`config.mk`:
```
export PLATFORM = sky130hd
export DESIGN_NAME = configurable_sec_ecc_codec
export DESIGN_NICKNAME = d
export VERILOG_FILES = /design/src/design/csec_pkg.sv /design/src/design/csec_core.sv /design/src/design/configurable_sec_ecc_codec.sv
export SDC_FILE = /design/constraint.sdc
export NUM_CORES = 1
export LEC_CHECK = 0
export ABC_CLOCK_PERIOD_IN_PS = 10640
export BUFFER_PORTS_ARGS = -buffer_cell sky130_fd_sc_hd__buf_2
export CORE_MARGIN = 5
export CORE_UTILIZATION = 50
export CTS_CLUSTER_DIAMETER = 60
export CTS_CLUSTER_SIZE = 25
export DETAILED_ROUTE_END_ITERATION = 16
export PLACE_DENSITY_LB_ADDON = 0.12
export SETUP_SLACK_MARGIN = 0.5
export SLEW_MARGIN = 20
export SYNTH_ARGS = -nofsm -noshare
export SYNTH_HDL_FRONTEND = slang
export SYNTH_SLANG_ARGS = --single-unit
```
`constraint.sdc`:
```
create_clock -name clk_i -period 10.64 [get_ports clk_i]
set_input_delay 1.596 -clock clk_i [delete_from_list [all_inputs] [get_ports clk_i]]
set_output_delay 1.596 -clock clk_i [all_outputs]
set_load 0.03 [all_outputs]
```
`src/design/csec_pkg.sv`:
```
// ----------------------------------------------------------------------------
// csec_pkg: shared types and constants of the configurable SEC codec
// Holds the fixed field widths, the command and status codes, the register
// file type, and the result item that the codec core hands to the top level.
// ----------------------------------------------------------------------------
package csec_pkg;

  // Fixed field widths of the item ports.
  localparam int unsigned WordW     = 32;
  localparam int unsigned CheckW    = 8;
  localparam int unsigned StatusW   = 2;

  // Check-row register file: eight rows, indexed by a 4-bit write index so
  // that writes beyond the last row can be seen and dropped.
  localparam int unsigned RowCount  = 8;
  localparam int unsigned RowIdxW   = 3;
  localparam int unsigned CfgIndexW = 4;

  // Operation carried by each input item.
  typedef enum logic {
    CMD_ENCODE = 1'b0,
    CMD_CHECK  = 1'b1
  } csec_cmd_e;

  // Outcome of a check.
  typedef enum logic [StatusW-1:0] {
    STATUS_CLEAN     = 2'd0,
    STATUS_CORRECTED = 2'd1,
    STATUS_UNCORR    = 2'd2
  } csec_status_e;

  typedef logic [RowCount-1:0][WordW-1:0] row_array_t;

  // One result item.
  typedef struct packed {
    logic [WordW-1:0]  data_out;
    logic [CheckW-1:0] check_out;
    logic [CheckW-1:0] syndrome;
    csec_status_e      status;
  } csec_result_t;

  // Mask with the low `count` bits of a check byte set.
  function automatic logic [CheckW-1:0] check_mask(input int unsigned count);
    logic [CheckW-1:0] mask;
    mask = '0;
    for (int unsigned r = 0; r < CheckW; r++) begin
      mask[r] = (r < count);
    end
    return mask;
  endfunction

  // Mask with the low `count` bits of a data word set.
  function automatic logic [WordW-1:0] word_mask(input int unsigned count);
    logic [WordW-1:0] mask;
    mask = '0;
    for (int unsigned i = 0; i < WordW; i++) begin
      mask[i] = (i < count);
    end
    return mask;
  endfunction

endpackage

```
`src/design/csec_core.sv`:
```
// ----------------------------------------------------------------------------
// csec_core: combinational encode / check-and-correct datapath
// Computes check bits from the configured rows, forms the syndrome, matches
// it against the data columns and then the check-bit unit vectors, and
// builds the corrected result item.
// ----------------------------------------------------------------------------
module csec_core #(
  parameter int unsigned PARITY_BITS = 7,
  parameter int unsigned DATA_BITS   = 32
) (
  input  csec_pkg::row_array_t              rows_i,
  input  csec_pkg::csec_cmd_e               cmd_i,
  input  logic [csec_pkg::WordW-1:0]        data_i,
  input  logic [csec_pkg::CheckW-1:0]       rcv_i,
  output csec_pkg::csec_result_t            result_o
);

  localparam logic [csec_pkg::CheckW-1:0] CheckMask = csec_pkg::check_mask(PARITY_BITS);
  localparam logic [csec_pkg::WordW-1:0]  WordMask  = csec_pkg::word_mask(DATA_BITS);

  logic [csec_pkg::CheckW-1:0] calc;
  logic [csec_pkg::CheckW-1:0] rcv_masked;
  logic [csec_pkg::CheckW-1:0] syn;
  logic [csec_pkg::WordW-1:0]  col_match;
  logic [csec_pkg::WordW-1:0]  data_flip;
  logic                        data_hit;
  logic                        unit_hit;
  logic [csec_pkg::CheckW-1:0] check_flip;

  // Recompute the check bits: each is the parity of the data under its row.
  always_comb begin
    for (int unsigned r = 0; r < csec_pkg::CheckW; r++) begin
      calc[r] = CheckMask[r] & (^(data_i & rows_i[r] & WordMask));
    end
  end

  // The syndrome exists only in check mode.
  assign rcv_masked = rcv_i & CheckMask;
  assign syn        = (cmd_i == csec_pkg::CMD_CHECK) ? (rcv_masked ^ calc) : '0;

  // Compare the syndrome with every data column in parallel.
  always_comb begin
    logic [csec_pkg::CheckW-1:0] col;
    for (int unsigned i = 0; i < csec_pkg::WordW; i++) begin
      for (int unsigned r = 0; r < csec_pkg::CheckW; r++) begin
        col[r] = rows_i[r][i] & CheckMask[r];
      end
      col_match[i] = WordMask[i] && (syn != '0) && (col == syn);
    end
  end

  // The lowest matching data bit wins.
  assign data_flip = col_match & (~col_match + csec_pkg::WordW'(1));
  assign data_hit  = |col_match;

  // Otherwise a single set syndrome bit points at a check bit.
  assign unit_hit   = !data_hit && (syn != '0) &&
                      ((syn & (syn - csec_pkg::CheckW'(1))) == '0);
  assign check_flip = unit_hit ? syn : '0;

  // Assemble the result item.
  always_comb begin
    result_o.data_out  = data_i ^ data_flip;
    result_o.check_out = (cmd_i == csec_pkg::CMD_CHECK) ? (rcv_masked ^ check_flip) : calc;
    result_o.syndrome  = syn;
    if (syn == '0) begin
      result_o.status = csec_pkg::STATUS_CLEAN;
    end else if (data_hit || unit_hit) begin
      result_o.status = csec_pkg::STATUS_CORRECTED;
    end else begin
      result_o.status = csec_pkg::STATUS_UNCORR;
    end
  end

endmodule

```
`src/design/configurable_sec_ecc_codec.sv`:
```
// ----------------------------------------------------------------------------
// configurable_sec_ecc_codec: single-error-correcting codec with programmable
// parity-check rows
// Input register, one combinational encode/check pass, result register.
// ----------------------------------------------------------------------------
// Usage:
//   The config channel (cfg_valid_i/cfg_ready_o, cfg_index_i, cfg_data_i)
//   writes check row 0..7; ready is always high and writes to an index of
//   eight or more are dropped. Rows must be changed only while no item is
//   in flight; the block itself does not enforce this.
//   Each input item (cmd_i, data_in_i, received_check_i) either encodes a
//   data word or checks and corrects it, and produces exactly one result
//   item (data_out_o, check_out_o, syndrome_o, status_o).
//   An accepted item passes through the input register and then the result
//   register before it is presented on the output.
//   Throughput is one item per cycle unless the receiver stalls, set by the
//   single pass of XOR trees and column compares between the two registers.
//   When the receiver stalls, the result register holds its item and the
//   input register still takes one more item; in_ready_o falls only when
//   both are full. Reset clears the rows to zero and empties both stages.
// ----------------------------------------------------------------------------
module configurable_sec_ecc_codec #(
  parameter int unsigned PARITY_BITS = 7,
  parameter int unsigned DATA_BITS   = 32
) (
  input  logic                              clk_i,
  input  logic                              rst_ni,
  // Configuration write channel
  input  logic                              cfg_valid_i,
  output logic                              cfg_ready_o,
  input  logic [csec_pkg::CfgIndexW-1:0]    cfg_index_i,
  input  logic [csec_pkg::WordW-1:0]        cfg_data_i,
  // Input item channel
  input  logic                              in_valid_i,
  output logic                              in_ready_o,
  input  logic                              cmd_i,
  input  logic [csec_pkg::WordW-1:0]        data_in_i,
  input  logic [csec_pkg::CheckW-1:0]       received_check_i,
  // Result item channel
  output logic                              out_valid_o,
  input  logic                              out_ready_i,
  output logic [csec_pkg::WordW-1:0]        data_out_o,
  output logic [csec_pkg::CheckW-1:0]       check_out_o,
  output logic [csec_pkg::CheckW-1:0]       syndrome_o,
  output logic [csec_pkg::StatusW-1:0]      status_o
);

  localparam logic [csec_pkg::CheckW-1:0] CheckMask = csec_pkg::check_mask(PARITY_BITS);

  csec_pkg::row_array_t          rows_q;
  logic                          s1_valid_q;
  csec_pkg::csec_cmd_e           cmd_q;
  logic [csec_pkg::WordW-1:0]    data_q;
  logic [csec_pkg::CheckW-1:0]   rcv_q;
  logic                          out_valid_q;
  csec_pkg::csec_result_t        out_q;
  csec_pkg::csec_result_t        result_d;
  logic                          s1_advance;
  logic                          in_accept;

  // Check-row registers.
  assign cfg_ready_o = 1'b1;

  always_ff @(posedge clk_i or negedge rst_ni) begin
    if (!rst_ni) begin
      rows_q <= '0;
    end else if (cfg_valid_i && (cfg_index_i < csec_pkg::CfgIndexW'(csec_pkg::RowCount))) begin
      rows_q[cfg_index_i[csec_pkg::RowIdxW-1:0]] <= cfg_data_i;
    end
  end

  // Handshake: stage one moves on whenever the result register is free or
  // being emptied.
  assign s1_advance = s1_valid_q && (!out_valid_q || out_ready_i);
  assign in_ready_o = !s1_valid_q || s1_advance;
  assign in_accept  = in_valid_i && in_ready_o;

  // Input register.
  always_ff @(posedge clk_i or negedge rst_ni) begin
    if (!rst_ni) begin
      s1_valid_q <= 1'b0;
    end else if (in_ready_o) begin
      s1_valid_q <= in_valid_i;
    end
  end

  always_ff @(posedge clk_i) begin
    if (in_accept) begin
      cmd_q  <= csec_pkg::csec_cmd_e'(cmd_i);
      data_q <= data_in_i;
      rcv_q  <= received_check_i;
    end
  end

  // Encode / check datapath.
  csec_core #(
    .PARITY_BITS (PARITY_BITS),
    .DATA_BITS   (DATA_BITS)
  ) u_core (
    .rows_i   (rows_q),
    .cmd_i    (cmd_q),
    .data_i   (data_q),
    .rcv_i    (rcv_q),
    .result_o (result_d)
  );

  // Result register.
  always_ff @(posedge clk_i or negedge rst_ni) begin
    if (!rst_ni) begin
      out_valid_q <= 1'b0;
    end else if (s1_advance) begin
      out_valid_q <= 1'b1;
    end else if (out_ready_i) begin
      out_valid_q <= 1'b0;
    end
  end

  always_ff @(posedge clk_i) begin
    if (s1_advance) begin
      out_q <= result_d;
    end
  end

  assign out_valid_o = out_valid_q;
  assign data_out_o  = out_q.data_out;
  assign check_out_o = out_q.check_out;
  assign syndrome_o  = out_q.syndrome;
  assign status_o    = out_q.status;

  // Assertions.
  a_clean_zero_syn: assert property (@(posedge clk_i) disable iff (!rst_ni)
    out_valid_q && (out_q.status == csec_pkg::STATUS_CLEAN) |-> out_q.syndrome == '0)
    else $error("clean result with nonzero syndrome");

  a_fixed_has_syn: assert property (@(posedge clk_i) disable iff (!rst_ni)
    out_valid_q && (out_q.status != csec_pkg::STATUS_CLEAN) |-> out_q.syndrome != '0)
    else $error("error status with zero syndrome");

  a_syn_in_range: assert property (@(posedge clk_i) disable iff (!rst_ni)
    out_valid_q |-> ((out_q.syndrome & ~CheckMask) == '0) &&
                    ((out_q.check_out & ~CheckMask) == '0))
    else $error("check bits set above the configured check width");

  a_accept_fills: assert property (@(posedge clk_i) disable iff (!rst_ni)
    in_accept |=> s1_valid_q)
    else $error("accepted item lost from the input register");

  a_stall_holds: assert property (@(posedge clk_i) disable iff (!rst_ni)
    !in_ready_o |-> s1_valid_q && out_valid_q)
    else $error("input stalled while a stage is empty");

endmodule
```
# Word level (Yosys, flattened, before mapping)
# Index checks and enable logic that the tools add are counted.
[totals] ff_bits=348 input_bits=82 out_inout_bits=53
[op_classes] addsub=2 magnitude_cmp=3 eq_ne=32 mux=9 bitwise_logic=13 n_reduce_logical=56
[op_table] operator="AND 32 bit" count=8
[op_table] operator="bitwise mux 256 bit" count=1
[op_table] operator="equality test 7 x 8 -> 1 bit" count=32
[op_table] operator="XOR reduction 32 bit" count=7
[op_table] operator="demux 32 bit (select 3 bit)" count=1
[op_table] operator="logical AND 1 bit" count=38
[op_table] operator="adder 32 x 1 -> 32 bit (second input constant)" count=1
[op_table] operator="two-way mux 32 bit" count=1
[op_table] operator="NOT 32 bit" count=1
[op_table] operator="OR reduction 32 bit" count=1
[op_table] operator="bitwise XOR 32 bit" count=1
[op_table] operator="logical NOT 8 bit" count=2
[op_table] operator="two-way mux 8 bit" count=2
[op_table] operator="AND 8 bit" count=1
[op_table] operator="nonzero test 8 bit" count=1
[op_table] operator="subtractor 8 x 1 -> 8 bit (second input constant)" count=1
[op_table] operator="bitwise XOR 7 x 8 -> 8 bit" count=1
[op_table] operator="two-way mux 7 bit" count=1
[op_table] operator="bitwise XOR 7 bit" count=1
[op_table] operator="< comparator 3 x 4 -> 1 bit (second input constant)" count=1
[op_table] operator="< comparator 4 bit (second input constant)" count=1
[op_table] operator=">= comparator 3 x 1 -> 1 bit (second input constant)" count=1
[op_table] operator="logical NOT 1 bit" count=3
[op_table] operator="logical OR 1 bit" count=3
[op_table] operator="3 further kinds" count=4

# Depth between registers and ports, before layout
[depth] ltp_word=13 mapped_depth=19 ltp_nobuf=15

# By module
# From an unflattened synthesis, not the netlist that was laid out.
[unflattened] cells_unflattened=1804 hier_area_um2=20104.3
[by_module_without_submodules] module="configurable_sec_ecc_codec" n_inst=1 cells_each=653 area_each_um2=12498.2 seq_area_each_um2=9188.8
[by_module_without_submodules] module="csec_core" n_inst=1 cells_each=1151 area_each_um2=7606.0 seq_area_each_um2=0.0

# Worst setup path before layout
# No wires, ideal clock.
[synth_path] path_type="reg-to-reg" start="register data_q[7] in the netlist's numbering" end="register out_q, in the netlist data_out_o[21], data pin" arrival_ps=3736 required_ps=10382 path_slack_ps=6646 path_stages_with_launch=18 n_path_buf=2 period_less_slack_ps=3994 cell_sequence="edfxtp_1 -> buf_4 -> nand2_1 -> xor2_1 -> xnor2_1 -> xnor2_1 -> xnor2_2 -> xnor3_2 -> nand2_4 -> inv_4 -> nor4_4 -> and2_4 -> buf_6 -> a21oi_1 -> nor4_4 -> nand3b_1 -> or4b_1 -> xnor2_1"
[synth_rtl] element="start: declaration" line="configurable_sec_ecc_codec.sv:53" rtl="logic [csec_pkg::WordW-1:0] data_q;"
[synth_rtl] element="start signal: assignment" line="configurable_sec_ecc_codec.sv:90" rtl="data_q <= data_in_i;"
[synth_rtl] element="end signal: assignment" line="configurable_sec_ecc_codec.sv:120" rtl="out_q <= result_d;"
[synth_rtl] element="end: declaration" line="configurable_sec_ecc_codec.sv:56" rtl="csec_pkg::csec_result_t out_q;"

==> impl_metrics.py <==
metrics = {
    "run_status": {
        "status": "finished, final reports clean",
    },
    "synth": {
        "synth_ff_type": "dfrtp_1",
        "synth_seq_cells": 314,
        "synth-xor-area-share": 0.180,
        "async_reset_ff_frac": 0.720,
        "yosysWarnings": 0,
        "yosysTopAreaCellShare": 0.301,
        "synthAdderAreaFrac": 0.000532,
        "synth.area.mux_share": 0.138,
        "synthSimpleGateAreaFrac": 0.159,
        "synth.distinct_cells": 56,
        "yosys.cell_count.top_type": "xnor2_1",
        "ys_seq_area_frac": 0.441,
        "synth_top_family_by_area": "XOR/XNOR gates",
        "synth_area_mm2": 0.0188,
        "synth_common_cells": "262 x xnor2_1, 236 x nand2_1, 226 x dfrtp_1",
        "synth_edf_count": 88,
        "synthCells": 1749,
        "syn_avg_cell_area_um2": 10.8,
        "yosysTopAreaCell": "dfrtp_1",
        "yosys-top-cells-area": "dfrtp_1 30%, edfxtp_1 14%, mux2_2 13%",
        "synth-compound-area-share": 0.0478,
    },
    "floorplan": {
        "die_area_mm2": 0.0416,
        "io_pins": 135,
        "core_area_mm2": 0.0374,
        "rows": 71,
        "initial_core_util": 0.503,
        "dieWidth_um": 204,
        "fp.dieH_um": 204,
    },
    "clock_network": {
        "clk_pin_slew_ns": 0.06,
        "clockRootBuffer": "clkbuf_16",
        "cts_tree": "done",
        "ctsHoldBuffers": 0,
        "clk_path_buf_depth": 3,
        "insertion_delay_ns": 0.57,
        "htreeDepth": 2,
        "cts_sinks": 314,
        "cts_resized": 0,
        "cts_inserted_buffers": 35,
        "cts_setup_buffers": 0,
    },
    "min_path": {
        "min_path_cells": 1,
        "hold_start": "s1_valid_q$_DFFE_PN0N_",
        "hold_path.class": "flip-flop to flip-flop",
        "hold_end": "out_valid_o$_DFFE_PN0P_",
    },
    "global_routing": {
        "grt_usage": 0.298,
        "use_met1": 0.417,
        "antenna_found_initial": 3,
        "grt_pass1_wl_um": 92200,
        "grt_pass1_vias": 14101,
        "grt_busiest_layer": "met2",
        "gr-total-overflow": 0,
        "grt_use_met2": 0.464,
        "met3_usage": 0.0503,
        "grt_max_degree": 127,
    },
    "worst_setup_path": {
        "path_max_fanout": 39,
        "rrSetupSlack_ns": 3.81,
        "r2r_start": "data_q[26]$_DFFE_PP_",
        "end_kind": "flip-flop",
        "start_kind": "flip-flop",
        "r2r-end": "check_out_o[1]$_DFFE_PP_",
        "required_ns": 10.91,
        "crit_type": "flip-flop to flip-flop",
        "ff2ff_path_depth": 14,
        "cp.arrival_ns": 7.10,
    },
    "timing": {
        "worst_pin_slew_ns": 1.22,
        "finalHoldViolations": 0,
        "relSlewSlack": 0.186,
        "rsz0062_at_grt": "false",
        "fin_crit_ns": 6.83,
        "drv_slew": 0,
        "period_share": 0.642,
        "setup_tns_ns": 0,
        "skew_ns": 0.0288,
        "clock.fmax_mhz": 146,
        "setup_viol": 0,
    },
    "placed_design": {
        "io_buffers": 130,
        "gp_congestion": 0.888,
        "dp_hpwl_um": 40800,
        "dpl-instance-area_mm2": 0.0197,
    },
    "job": {
        "max-cap-violations": 0,
    },
    "cells_and_area": {
        "multi_input_area_mm2": 0.00992,
        "nFillCells": 3297,
        "regArea_mm2": 0.00830,
        "fin_nets": 1897,
        "areaGrowthSynthToFinish_pct": 11.3,
        "drive_above_1_share": 0.253,
        "design_area_mm2": 0.0209,
    },
    "drt": {
        "vias": 14103,
        "dr.pass1.iters": 5,
        "viasPerCell": 5.99,
        "ant_nets": 0,
        "routed_wl_um": 62100,
        "route.detailed.drc": 0,
        "wl_per_cell_um": 26.4,
        "drtIter0Drc": 1124,
    },
}
[how the worst max path moves through the flow]
stage	startpoint	end	slack [ns]
after floorplan	data_q[7]$_DFFE_PP_	data_out_o[21]$_DFFE_PP_	6.65
after global placement	data_q[26]$_DFFE_PP_	check_out_o[6]$_DFFE_PP_	4.00
after detailed placement	data_q[26]$_DFFE_PP_	check_out_o[6]$_DFFE_PP_	3.93
after CTS	data_q[26]$_DFFE_PP_	check_out_o[6]$_DFFE_PP_	3.94
after global routing	data_q[26]$_DFFE_PP_	check_out_o[6]$_DFFE_PP_	3.63
final	data_q[26]$_DFFE_PP_	check_out_o[1]$_DFFE_PP_	3.81
[worst max-delay path, cell delays in order (launching register included)]
cell      delay (ns)
edfxtp_1        0.54
nand2_1         0.29
xnor2_1         0.22
xnor2_1         0.34
xnor2_1         0.20
xnor2_1         0.37
xnor3_2         0.97
nor2_4          0.36
nor4_4          0.39
and2_4          0.56
a31oi_1         0.37
nor4_4          0.70
nand4_2         0.37
o31ai_4         0.61
mux2i_1         0.17
[cells in the final DEF, fill, tap and decap left out, types with 11 or more instances in the layout]
cell | synthesis | routed
inv_1 | 11 | 11
nor2_1 | 21 | 21
nor3_1 | 142 | 142
edfxtp_1 | 88 | 88
buf_2 | 37 | 129
mux2_2 | 224 | 224
nor4b_1 | 65 | 65
nand4_1 | 31 | 31
a21boi_0 | 63 | 63
nand3_1 | 13 | 13
buf_4 | 14 | 16
clkbuf_16 | 0 | 37
o21ai_0 | 64 | 64
xnor2_1 | 262 | 262
nand2_1 | 236 | 235
xor2_1 | 80 | 80
dfrtp_1 | 226 | 226
[final cells by class]
type / count / share of cell area
Inverter: 14 / 0.00275
Tap cell: 511 / 0.0305
Sequential cell: 314 / 0.396
Clock inverter: 20 / 0.0125
Multi-Input combinational cell: 1303 / 0.474
Clock buffer: 43 / 0.0462
Antenna cell: 2 / 0.000239
Timing Repair Buffer: 147 / 0.0378
[state kept, by name, summed over array words and instances, names as in the netlist]
register and flops:
out_valid_o 1, s1_valid_q 1, syndrome_o 7, status_o 2, cmd_q 1, data_out_o 32
rcv_q 7, rows_q 224, data_q 32, check_out_o 7
[metrics by stage]
step                instances  hold WS [ns]  setup WS (ns)   util
global route             2353         0.504           3.63  0.560
CTS                      2352         0.486           3.94  0.560
floorplan                1750         0.449           6.65      -
global placement         2289         0.455           4.00  0.527
finish                   2354         0.483           3.81  0.560
detailed placement       2289         0.473           3.93  0.527
[layer usage]
metal  wire, um  part of all wire
met5         34           0.00055
met4       2650             0.043
met3       4640             0.075
met2      28100              0.45
met1      26700              0.43
[cells by family (layout without fill, tap and decap cells)]
family / Yosys count / count (layout)
and+or+nand+nor: 565 / 565
xor gates and xnor gates: 361 / 361
DFF: 314 / 314
muxes: 231 / 231
AOI/OAI and AO/OA: 142 / 142
buffers and inverters: 133 / 224
other: 2 / 5
adders and majority gates: 1 / 1
Power is not shown: default switching activity piles up to over one toggle a cycle in this logic, so the estimate is an artifact.
